<file path="src/rtl/ftcb_pkg.sv">
package ftcb_pkg;

    localparam int ENTRIES_DEF = 16;
    localparam logic [31:0] BUDGET_RESET = 32'd256 * 32'd1024 * 32'd1024;

    localparam logic [1:0] OP_ADD    = 2'd0;
    localparam logic [1:0] OP_REMOVE = 2'd1;
    localparam logic [1:0] OP_LOOKUP = 2'd2;
    localparam logic [1:0] OP_CLEAR  = 2'd3;

    localparam logic [2:0] KIND_ADDED     = 3'd0;
    localparam logic [2:0] KIND_PRESENT   = 3'd1;
    localparam logic [2:0] KIND_TOO_LARGE = 3'd2;
    localparam logic [2:0] KIND_HIT       = 3'd3;
    localparam logic [2:0] KIND_MISS      = 3'd4;
    localparam logic [2:0] KIND_EVICTED   = 3'd5;
    localparam logic [2:0] KIND_REMOVED   = 3'd6;
    localparam logic [2:0] KIND_DONE      = 3'd7;

    // request: opcode, id, size, handle from bit 0 up
    localparam int IN_W  = 2 + 96;
    localparam int IN_TW = 104;
    // result: kind, id, size, handle
    localparam int OUT_W  = 3 + 96;
    localparam int OUT_TW = 104;

endpackage

</file>
<file path="src/rtl/ftcb_ram.sv">
module ftcb_ram #(
    parameter int WIDTH = 32,
    parameter int DEPTH = 16
) (
    input  logic                     i_clk,
    input  logic                     i_we,
    input  logic [$clog2(DEPTH)-1:0] i_waddr,
    input  logic [WIDTH-1:0]         i_wdata,
    input  logic [$clog2(DEPTH)-1:0] i_raddr,
    output logic [WIDTH-1:0]         o_rdata
);
    logic [WIDTH-1:0] r_mem [DEPTH];

    always_ff @(posedge i_clk) begin
        if (i_we) begin
            r_mem[i_waddr] <= i_wdata;
        end
        o_rdata <= r_mem[i_raddr];
    end
endmodule

</file>
<file path="src/rtl/fifo_tile_cache_byte_budget.sv">
// Channel | Dir | Handshake            | Payload
// s_axis  | in  | tvalid/tready        | tdata: opcode, tile_id, tile_size, data_handle
// m_axis  | out | tvalid/tready, tlast | tdata: result_kind, out_tile_id, out_tile_size, out_handle
// cfg     | in  | i_cfg_we             | i_cfg_wdata: cache_budget_bytes
// One request at a time; an id search reads the slot RAM entry by entry (ST_SRD, ST_SCHK).
// Each eviction walks the age queue (shifted one entry per cycle), and so does a remove.
// s_axis_tready is high only while the sequencer is idle.
// Reset (i_rst_n low, synchronous) empties the cache and restores the budget.
// A stalled result holds its register until taken; states that load a new result wait too.
module fifo_tile_cache_byte_budget #(
    parameter int ENTRIES = ftcb_pkg::ENTRIES_DEF
) (
    input  logic                        i_clk,
    input  logic                        i_rst_n,
    input  logic                        i_cfg_we,
    input  logic [31:0]                 i_cfg_wdata,
    input  logic                        s_axis_tvalid,
    output logic                        s_axis_tready,
    input  logic [ftcb_pkg::IN_TW-1:0]  s_axis_tdata,  // opcode, tile_id, tile_size, data_handle
    output logic                        m_axis_tvalid,
    input  logic                        m_axis_tready,
    output logic [ftcb_pkg::OUT_TW-1:0] m_axis_tdata,  // kind, id, size, handle
    output logic                        m_axis_tlast
);
    import ftcb_pkg::*;

    localparam int AW = $clog2(ENTRIES);
    localparam int CW = $clog2(ENTRIES + 1);

    typedef enum logic [3:0] {
        ST_IDLE, ST_SRD, ST_SCHK, ST_FIT, ST_ERD, ST_EWAIT, ST_EOUT,
        ST_SHIFT, ST_INS, ST_OUT
    } t_state;

    t_state r_state;
    logic [31:0] r_budget, r_bytes;
    logic [CW-1:0] r_count;
    logic [ENTRIES-1:0] r_valid;
    logic [1:0] r_op;
    logic [31:0] r_id, r_size, r_handle;
    logic [CW-1:0] r_idx;
    logic [AW-1:0] r_victim;
    logic r_clear_done;
    logic r_found;
    logic r_ovalid, r_olast;
    logic [2:0] r_okind;
    logic [31:0] r_oid, r_osize, r_ohandle;

    logic [AW-1:0] slot_raddr, age_raddr, age_waddr, slot_waddr;
    logic slot_we, age_we;
    logic [AW-1:0] age_wdata;
    logic [31:0] rd_id, rd_size, rd_handle;
    logic [AW-1:0] rd_age;
    logic [AW-1:0] free_slot;
    logic [31:0] free_b;
    logic out_busy, n_ovalid;

    ftcb_ram #(.WIDTH(32), .DEPTH(ENTRIES)) u_id (.i_clk, .i_we(slot_we),
        .i_waddr(slot_waddr), .i_wdata(r_id), .i_raddr(slot_raddr), .o_rdata(rd_id));
    ftcb_ram #(.WIDTH(32), .DEPTH(ENTRIES)) u_size (.i_clk, .i_we(slot_we),
        .i_waddr(slot_waddr), .i_wdata(r_size), .i_raddr(slot_raddr), .o_rdata(rd_size));
    ftcb_ram #(.WIDTH(32), .DEPTH(ENTRIES)) u_hdl (.i_clk, .i_we(slot_we),
        .i_waddr(slot_waddr), .i_wdata(r_handle), .i_raddr(slot_raddr),
        .o_rdata(rd_handle));
    ftcb_ram #(.WIDTH(AW), .DEPTH(ENTRIES)) u_age (.i_clk, .i_we(age_we),
        .i_waddr(age_waddr), .i_wdata(age_wdata), .i_raddr(age_raddr), .o_rdata(rd_age));

    always_comb begin
        free_slot = '0;
        for (int k = ENTRIES - 1; k >= 0; k--) begin
            if (!r_valid[k]) begin
                free_slot = AW'(k);
            end
        end
    end

    assign free_b = (r_budget > r_bytes) ? r_budget - r_bytes : 32'd0;

    assign out_busy = r_ovalid && !m_axis_tready;

    always_comb begin
        n_ovalid = out_busy;
        if ((r_state == ST_EOUT || r_state == ST_OUT) && !out_busy) begin
            n_ovalid = 1'b1;
        end
    end

    // read addresses: search uses r_idx as slot, evict/shift use age queue
    always_comb begin
        slot_raddr = r_idx[AW-1:0];
        age_raddr  = r_idx[AW-1:0];
        if (r_state == ST_EWAIT) begin
            slot_raddr = rd_age;
        end
        if (r_state == ST_EOUT) begin
            slot_raddr = r_victim;
        end
        if (r_state == ST_SHIFT) begin
            age_raddr = (r_idx + CW'(1) < CW'(ENTRIES)) ? AW'(r_idx + CW'(1)) : '0;
        end
        slot_we    = (r_state == ST_INS);
        slot_waddr = free_slot;
        age_we     = 1'b0;
        age_waddr  = r_idx[AW-1:0];
        age_wdata  = rd_age;
        if (r_state == ST_SHIFT && r_found) begin
            age_we    = 1'b1;
            age_waddr = AW'(r_idx - CW'(1));
        end
        if (r_state == ST_INS) begin
            age_we    = 1'b1;
            age_waddr = r_count[AW-1:0];
            age_wdata = free_slot;
        end
    end

    assign s_axis_tready = (r_state == ST_IDLE);
    assign m_axis_tvalid = r_ovalid;
    assign m_axis_tlast  = r_olast;
    assign m_axis_tdata  = {5'd0, r_ohandle, r_osize, r_oid, r_okind};

    always_ff @(posedge i_clk) begin
        if (!i_rst_n) begin
            r_state  <= ST_IDLE;
            r_budget <= BUDGET_RESET;
            r_bytes  <= '0;
            r_count  <= '0;
            r_valid  <= '0;
            r_ovalid <= 1'b0;
        end else begin
            if (i_cfg_we) begin
                r_budget <= i_cfg_wdata;
            end
            r_ovalid <= n_ovalid;
            case (r_state)
                ST_IDLE: begin
                    if (s_axis_tvalid) begin
                        r_op     <= s_axis_tdata[1:0];
                        r_id     <= s_axis_tdata[33:2];
                        r_size   <= s_axis_tdata[65:34];
                        r_handle <= s_axis_tdata[97:66];
                        r_idx    <= '0;
                        r_state  <= (s_axis_tdata[1:0] == OP_CLEAR) ? ST_FIT : ST_SRD;
                    end
                end
                ST_SRD: begin
                    r_state <= ST_SCHK;
                end
                ST_SCHK: begin
                    if (!out_busy) begin
                        if (r_valid[r_idx[AW-1:0]] && rd_id == r_id) begin
                            r_victim <= r_idx[AW-1:0];
                            r_oid <= r_id;
                            r_osize <= rd_size;
                            r_ohandle <= rd_handle;
                            r_olast <= 1'b1;
                            if (r_op == OP_REMOVE) begin
                                r_okind <= KIND_REMOVED;
                                r_valid[r_idx[AW-1:0]] <= 1'b0;
                                r_bytes <= r_bytes - rd_size;
                                r_idx <= '0;
                                r_clear_done <= 1'b1;
                                r_state <= ST_EWAIT;
                            end else begin
                                r_okind <= (r_op == OP_ADD) ? KIND_PRESENT : KIND_HIT;
                                r_state <= ST_OUT;
                            end
                        end else if (r_idx == CW'(ENTRIES - 1)) begin
                            if (r_op == OP_ADD) begin
                                r_state <= ST_FIT;
                            end else begin
                                r_okind <= KIND_MISS;
                                r_oid <= r_id;
                                r_osize <= '0;
                                r_ohandle <= '0;
                                r_olast <= 1'b1;
                                r_state <= ST_OUT;
                            end
                        end else begin
                            r_idx <= r_idx + CW'(1);
                            r_state <= ST_SRD;
                        end
                    end
                end
                ST_FIT: begin
                    if (!out_busy) begin
                        r_idx <= '0;
                        r_clear_done <= 1'b0;
                        if (r_op == OP_CLEAR) begin
                            if (r_count == '0) begin
                                r_okind <= KIND_DONE;
                                r_oid <= '0;
                                r_osize <= '0;
                                r_ohandle <= '0;
                                r_olast <= 1'b1;
                                r_state <= ST_OUT;
                            end else begin
                                r_state <= ST_ERD;
                            end
                        end else if (free_b < r_size) begin
                            if (r_count == '0) begin
                                r_okind <= KIND_TOO_LARGE;
                                r_oid <= r_id;
                                r_osize <= r_size;
                                r_ohandle <= r_handle;
                                r_olast <= 1'b1;
                                r_state <= ST_OUT;
                            end else begin
                                r_state <= ST_ERD;
                            end
                        end else if (r_count >= CW'(ENTRIES)) begin
                            r_state <= ST_ERD;
                        end else begin
                            r_state <= ST_INS;
                        end
                    end
                end
                ST_ERD: begin
                    // age queue head read this cycle
                    r_state <= ST_EWAIT;
                end
                ST_EWAIT: begin
                    if (r_clear_done) begin
                        // removal: find victim in age queue
                        r_state <= ST_SHIFT;
                        r_idx <= '0;
                        r_found <= 1'b0;
                    end else begin
                        r_victim <= rd_age;
                        r_state <= ST_EOUT;
                    end
                end
                ST_EOUT: begin
                    if (!out_busy) begin
                        r_okind <= KIND_EVICTED;
                        r_oid <= rd_id;
                        r_osize <= rd_size;
                        r_ohandle <= rd_handle;
                        r_olast <= 1'b0;
                        r_valid[r_victim] <= 1'b0;
                        r_bytes <= r_bytes - rd_size;
                        r_idx <= '0;
                        r_found <= 1'b0;
                        r_state <= ST_SHIFT;
                    end
                end
                ST_SHIFT: begin
                    // r_idx walks the queue; past the victim, entries move down
                    if (rd_age == r_victim) begin
                        r_found <= 1'b1;
                    end
                    if (r_idx + CW'(1) >= r_count) begin
                        r_count <= r_count - CW'(1);
                        if (r_clear_done) begin
                            r_state <= ST_OUT;
                        end else begin
                            r_state <= ST_FIT;
                        end
                    end else begin
                        r_idx <= r_idx + CW'(1);
                    end
                end
                ST_INS: begin
                    if (!out_busy) begin
                        r_valid[free_slot] <= 1'b1;
                        r_count <= r_count + CW'(1);
                        r_bytes <= r_bytes + r_size;
                        r_okind <= KIND_ADDED;
                        r_oid <= r_id;
                        r_osize <= r_size;
                        r_ohandle <= r_handle;
                        r_olast <= 1'b1;
                        r_state <= ST_OUT;
                    end
                end
                ST_OUT: begin
                    if (!out_busy) begin
                        r_state <= ST_IDLE;
                    end
                end
                default: r_state <= ST_IDLE;
            endcase
        end
    end

    a_bytes_empty: assert property (@(posedge i_clk) disable iff (!i_rst_n)
        (r_count == '0 && r_state == ST_IDLE) |-> r_valid == '0) else $error("valid left");
    a_ready_idle: assert property (@(posedge i_clk) disable iff (!i_rst_n)
        s_axis_tready |-> r_state == ST_IDLE) else $error("ready");
    a_count_max: assert property (@(posedge i_clk) disable iff (!i_rst_n)
        r_count <= CW'(ENTRIES)) else $error("count");
    a_out_hold: assert property (@(posedge i_clk) disable iff (!i_rst_n)
        (m_axis_tvalid && !m_axis_tready) |=>
        (m_axis_tvalid && $stable(m_axis_tdata) && $stable(m_axis_tlast)))
        else $error("result changed while stalled");
endmodule

</file>
<file path="config.mk">
export PLATFORM = sky130hd
export DESIGN_NAME = fifo_tile_cache_byte_budget
export DESIGN_NICKNAME = d
export VERILOG_FILES = /design/src/rtl/ftcb_pkg.sv /design/src/rtl/ftcb_ram.sv /design/src/rtl/fifo_tile_cache_byte_budget.sv
export SDC_FILE = /design/constraint.sdc
export NUM_CORES = 2
export LEC_CHECK = 0
export BUFFER_PORTS_ARGS = -buffer_cell sky130_fd_sc_hd__buf_2
export CAP_MARGIN = 20
export CORE_ASPECT_RATIO = 1.5
export CORE_UTILIZATION = 50
export DETAILED_ROUTE_END_ITERATION = 10
export PLACE_DENSITY = 0.66
export SYNTH_ARGS = -nofsm -noshare
export SYNTH_HDL_FRONTEND = slang
export SYNTH_SLANG_ARGS = --single-unit
</file>
<file path="constraint.sdc">
create_clock -name i_clk -period 9.1 [get_ports i_clk]
set_clock_uncertainty 0.05 [all_clocks]
set_input_delay 0.91 -clock i_clk [delete_from_list [all_inputs] [get_ports i_clk]]
set_output_delay 0.91 -clock i_clk [all_outputs]
set_load 0.01 [all_outputs]
</file>
==> impl_metrics.env <==
export IMPL_synth_top_area_share_pct=67.59
export IMPL_synth_cell_type_count=75
export IMPL_core_um2=159000
export IMPL_grt_busiest_layer="met2"
export IMPL_post_drt_wl_per_cell_um=27.16
export IMPL_ctsResizeCount=0
export IMPL_setup_tns_ns=0
export IMPL_placedCellCount=6685
export IMPL_hold_viol_final=0
export IMPL_gr_usage_met2_pct=38.87
export IMPL_period_minus_slack_ns=7.587
export IMPL_pin_count=248
export IMPL_fin_cells=7039
export IMPL_worstSetupEndpoint="r_osize[7]"
export IMPL_rsz0062_at_grt="no"
export IMPL_cp_slowest_cell="a2111oi_0"
export IMPL_post_drt_via_cell_ratio=6.074
export IMPL_r2r_end="r_osize[7]"
export IMPL_syn_inst=4522
export IMPL_tightest_slew_ns=1.094
export IMPL_timing_fmax_mhz=131.8
export IMPL_rows=179
export IMPL_track_usage_pct=23.58
export IMPL_clk_pin_slew_ns=0.07
export IMPL_root_buffer="clkbuf_16"
export IMPL_hpwlAfterDp_mm=102.8
export IMPL_cp_cell_sequence="ha_1, inv_1, fa_1, a21o_1, a21o_1, a221oi_2, o221ai_1, a2111oi_0, nor4b_1, o21ai_0, nor4_1, or3_1, ha_1, nand2_1, nor4_1, nand2_1, nor3_1, or4b_2, nand4b_1, a221oi_1, and2_4, buf_12"
export IMPL_vias=42750
export IMPL_clkLatencyLatePin_ns=0.84
export IMPL_cp_slowest_stage_delay_ns=0.67
export IMPL_synth_seq_area_share_pct=72.32
export IMPL_cts_path_max_buffers=3
export IMPL_internal_power_mw=17.21
export IMPL_fill_cells=12120
export IMPL_cp_data_arrival_time_ns=8.03
export IMPL_critical_path_endpoint_type="flip-flop"
export IMPL_crit_type="reg2reg"
export IMPL_powerDensity_nw_per_um2=263.8
export IMPL_hp_class="in2reg"
export IMPL_fin_crit_sh_pct=83.37
export IMPL_crit_start="r_bytes[0]"
export IMPL_required_ns=9.54
export IMPL_dr_pass1_iters=8
export IMPL_rrSetupSlack_ns=1.51
export IMPL_grt_pass1_vias=43190
export IMPL_synth_edf_count=1809
export IMPL_synth_most_common_cell="edfxtp_1"
export IMPL_clkPwrFrac_pct=32.5
export IMPL_cts_buffers=182
export IMPL_cts_tree="yes"
export IMPL_antenna_found_initial=13
export IMPL_postCtsSetupBuffers=0
export IMPL_die_width_um=329.4
export IMPL_start_kind="flip-flop"
export IMPL_drive_gt1_share_pct=20.67
export IMPL_ys_seq_elements=1999
export IMPL_place_port_buffers=236
export IMPL_cap_violations=0
export IMPL_run_status="complete, but fails checks"
export IMPL_use_met3_pct=3.469
export IMPL_setup_violations=0
export IMPL_start_util_pct=50.54
export IMPL_synth_area_leaders="edfxtp_1 68%, mux4_2 11%, dfxtp_1 4.7%, mux2i_1 1.7%, ha_1 1.7%"
export IMPL_holdWs_ns=0.1973
export IMPL_die_h_um=493.0
export IMPL_cts_hold_buf=0
export IMPL_relSlewSlack_pct=26.92
export IMPL_grt_overflow=0
export IMPL_p_comb_share_pct=20.2
export IMPL_p_seq_share_pct=47.3
export IMPL_fin_nets=5045
export IMPL_gp_congestion=0.8856
export IMPL_p_sw_share_pct=27.82
export IMPL_yosys_warnings=0
export IMPL_p_switching_mw=6.632
export IMPL_synth_common_cells="1809 x edfxtp_1, 389 x mux4_2, 253 x a21oi_1"
export IMPL_p_leak_nw=30.16
export IMPL_synth_avg_cell_area_um2=17.77
export IMPL_use_met1_pct=32.39
export IMPL_syn_to_final_growth_pct=12.46
export IMPL_peakVddDrop_mv=0.2231
export IMPL_yosys_area_top_type="edfxtp_1"
export IMPL_grt_start_max_net_pins=137
export IMPL_h_tree_depth=4
export IMPL_reg2reg_from="r_bytes[0]"
export IMPL_violations="DRC"
export IMPL_netlist_area_um2=80370
export IMPL_drtIter0Drc=3809
export IMPL_slew_viol_final=0
export IMPL_ant_nets=0
export IMPL_dieArea_um2=162400
export IMPL_ff2ff_path_depth=22
export IMPL_ys_async_sr_fraction_pct=0
export IMPL_synth_ff_type="edfxtp_1"
export IMPL_path_max_fanout=67
export IMPL_routed_wl_mm=191.2
export IMPL_cts_sinks=1999
export IMPL_drc=50
export IMPL_grt_pass1_wl_mm=280.5
cells by family after synthesis:
group	share of synthesized area [%]
flops	72.32
compound gates	6.044
simple gates	4.233
mux	12.69
buf+inv	1.678
xor+xnor	1.273
fa+ha+maj	1.756
other cells	0.004666
metrics by stage:
step                      total power [mW]  cell area, um^2  worst slack (ns)  utilization [%]
after floorplan                      14.82            80380             1.663                -
after global placement               16.23            84220             1.584            52.96
after detailed placement             16.30            84240             1.545            52.97
after CTS                            24.02            90280             1.499            56.77
after global routing                 24.74            90370             1.147            56.83
final                                23.84            90380             1.513            56.84
power by group through the flow:
stage                     Clock [mW]  Combinational, mW  Sequential (mW)
after CTS                       7.88               4.87             11.3
after detailed placement           0               4.85             11.5
after global placement             0               4.80             11.4
after global routing            8.19               5.23             11.3
after floorplan                    0               3.58             11.2
final                           7.75               4.82             11.3
area by class of cell:
type / count / area, um^2 / area share (%)
Inverter: 105 / 394.1 / 0.4361
Sequential cell: 1999 / 58130 / 64.31
Timing Repair Buffer: 314 / 2046 / 2.263
Clock buffer: 250 / 4974 / 5.503
Antenna cell: 5 / 12.51 / 0.01384
Clock inverter: 94 / 1065 / 1.178
Multi-Input combinational cell: 2191 / 21160 / 23.41
Tap cell: 2081 / 2604 / 2.881
placed cells by master (no fill, tap or decap), types with 6 or more instances in the layout:
cell type / n
a211oi_1: 136
a21boi_0: 7
a21o_1: 47
a21oi_1: 251
a22o_1: 97
a311oi_1: 6
a31oi_1: 32
and3_1: 38
buf_12: 21
buf_2: 236
buf_4: 55
bufinv_16: 17
clkbuf_1: 55
clkbuf_16: 185
clkbuf_8: 10
clkinv_1: 24
clkinv_2: 30
dfxtp_1: 190
edfxtp_1: 1809
ha_1: 108
inv_1: 102
inv_6: 6
mux2i_1: 136
mux4_2: 389
nand2_1: 130
nand2b_1: 19
nand3_1: 27
nand4_1: 28
nor2_1: 206
nor2_4: 16
nor2b_1: 119
nor3_1: 33
nor4_1: 14
o211ai_1: 6
o21a_1: 17
o21ai_0: 76
or2_2: 6
or3_1: 14
xnor2_1: 73
xor2_1: 42
state kept, by name, summed over array words and instances, names as in the netlist, 5 cells and up:
signal / cells
u_age.r_mem: 64
r_ohandle: 32
u_hdl.o_rdata: 32
r_id: 32
r_oid: 32
u_id.o_rdata: 32
r_size: 32
u_hdl.r_mem: 512
r_osize: 32
r_handle: 32
r_idx: 5
r_count: 5
r_valid: 16
u_size.r_mem: 512
u_id.r_mem: 512
r_bytes: 32
u_size.o_rdata: 32
r_budget: 32
worst min-delay path by stage:
| stage | start | cells after the start | endpoint |
|---|---|---|---|
| 3_3_place_gp | r_bytes[31] | 2 | r_bytes[31] |
| 3_5_place_dp | r_bytes[31] | 2 | r_bytes[31] |
| 4_1_cts | s_axis_tdata[47] | 1 | r_size[13] |
| 2_1_floorplan | r_bytes[31] | 2 | r_bytes[31] |
| 5_1_grt | s_axis_tdata[45] | 1 | r_size[11] |
| 6_report | s_axis_tdata[45] | 1 | r_size[11] |
routing by layer:
layer	up-vias	wire length (um)
li1	18660	-
met5	-	68
met2	1455	94100
met1	22340	79760
met3	289	12180
met4	10	5068
critical path, delay by kind of cell, from the launching register on:
kind | cells | cell delay (ns)
and+or+nand+nor | 10 | 3.03
AOI/OAI and AO/OA | 7 | 2.47
adders and majority gates | 3 | 0.87
buffers and inverters | 2 | 0.44
DFF | 1 | 0.37
Power figures use the tool's default switching activity.
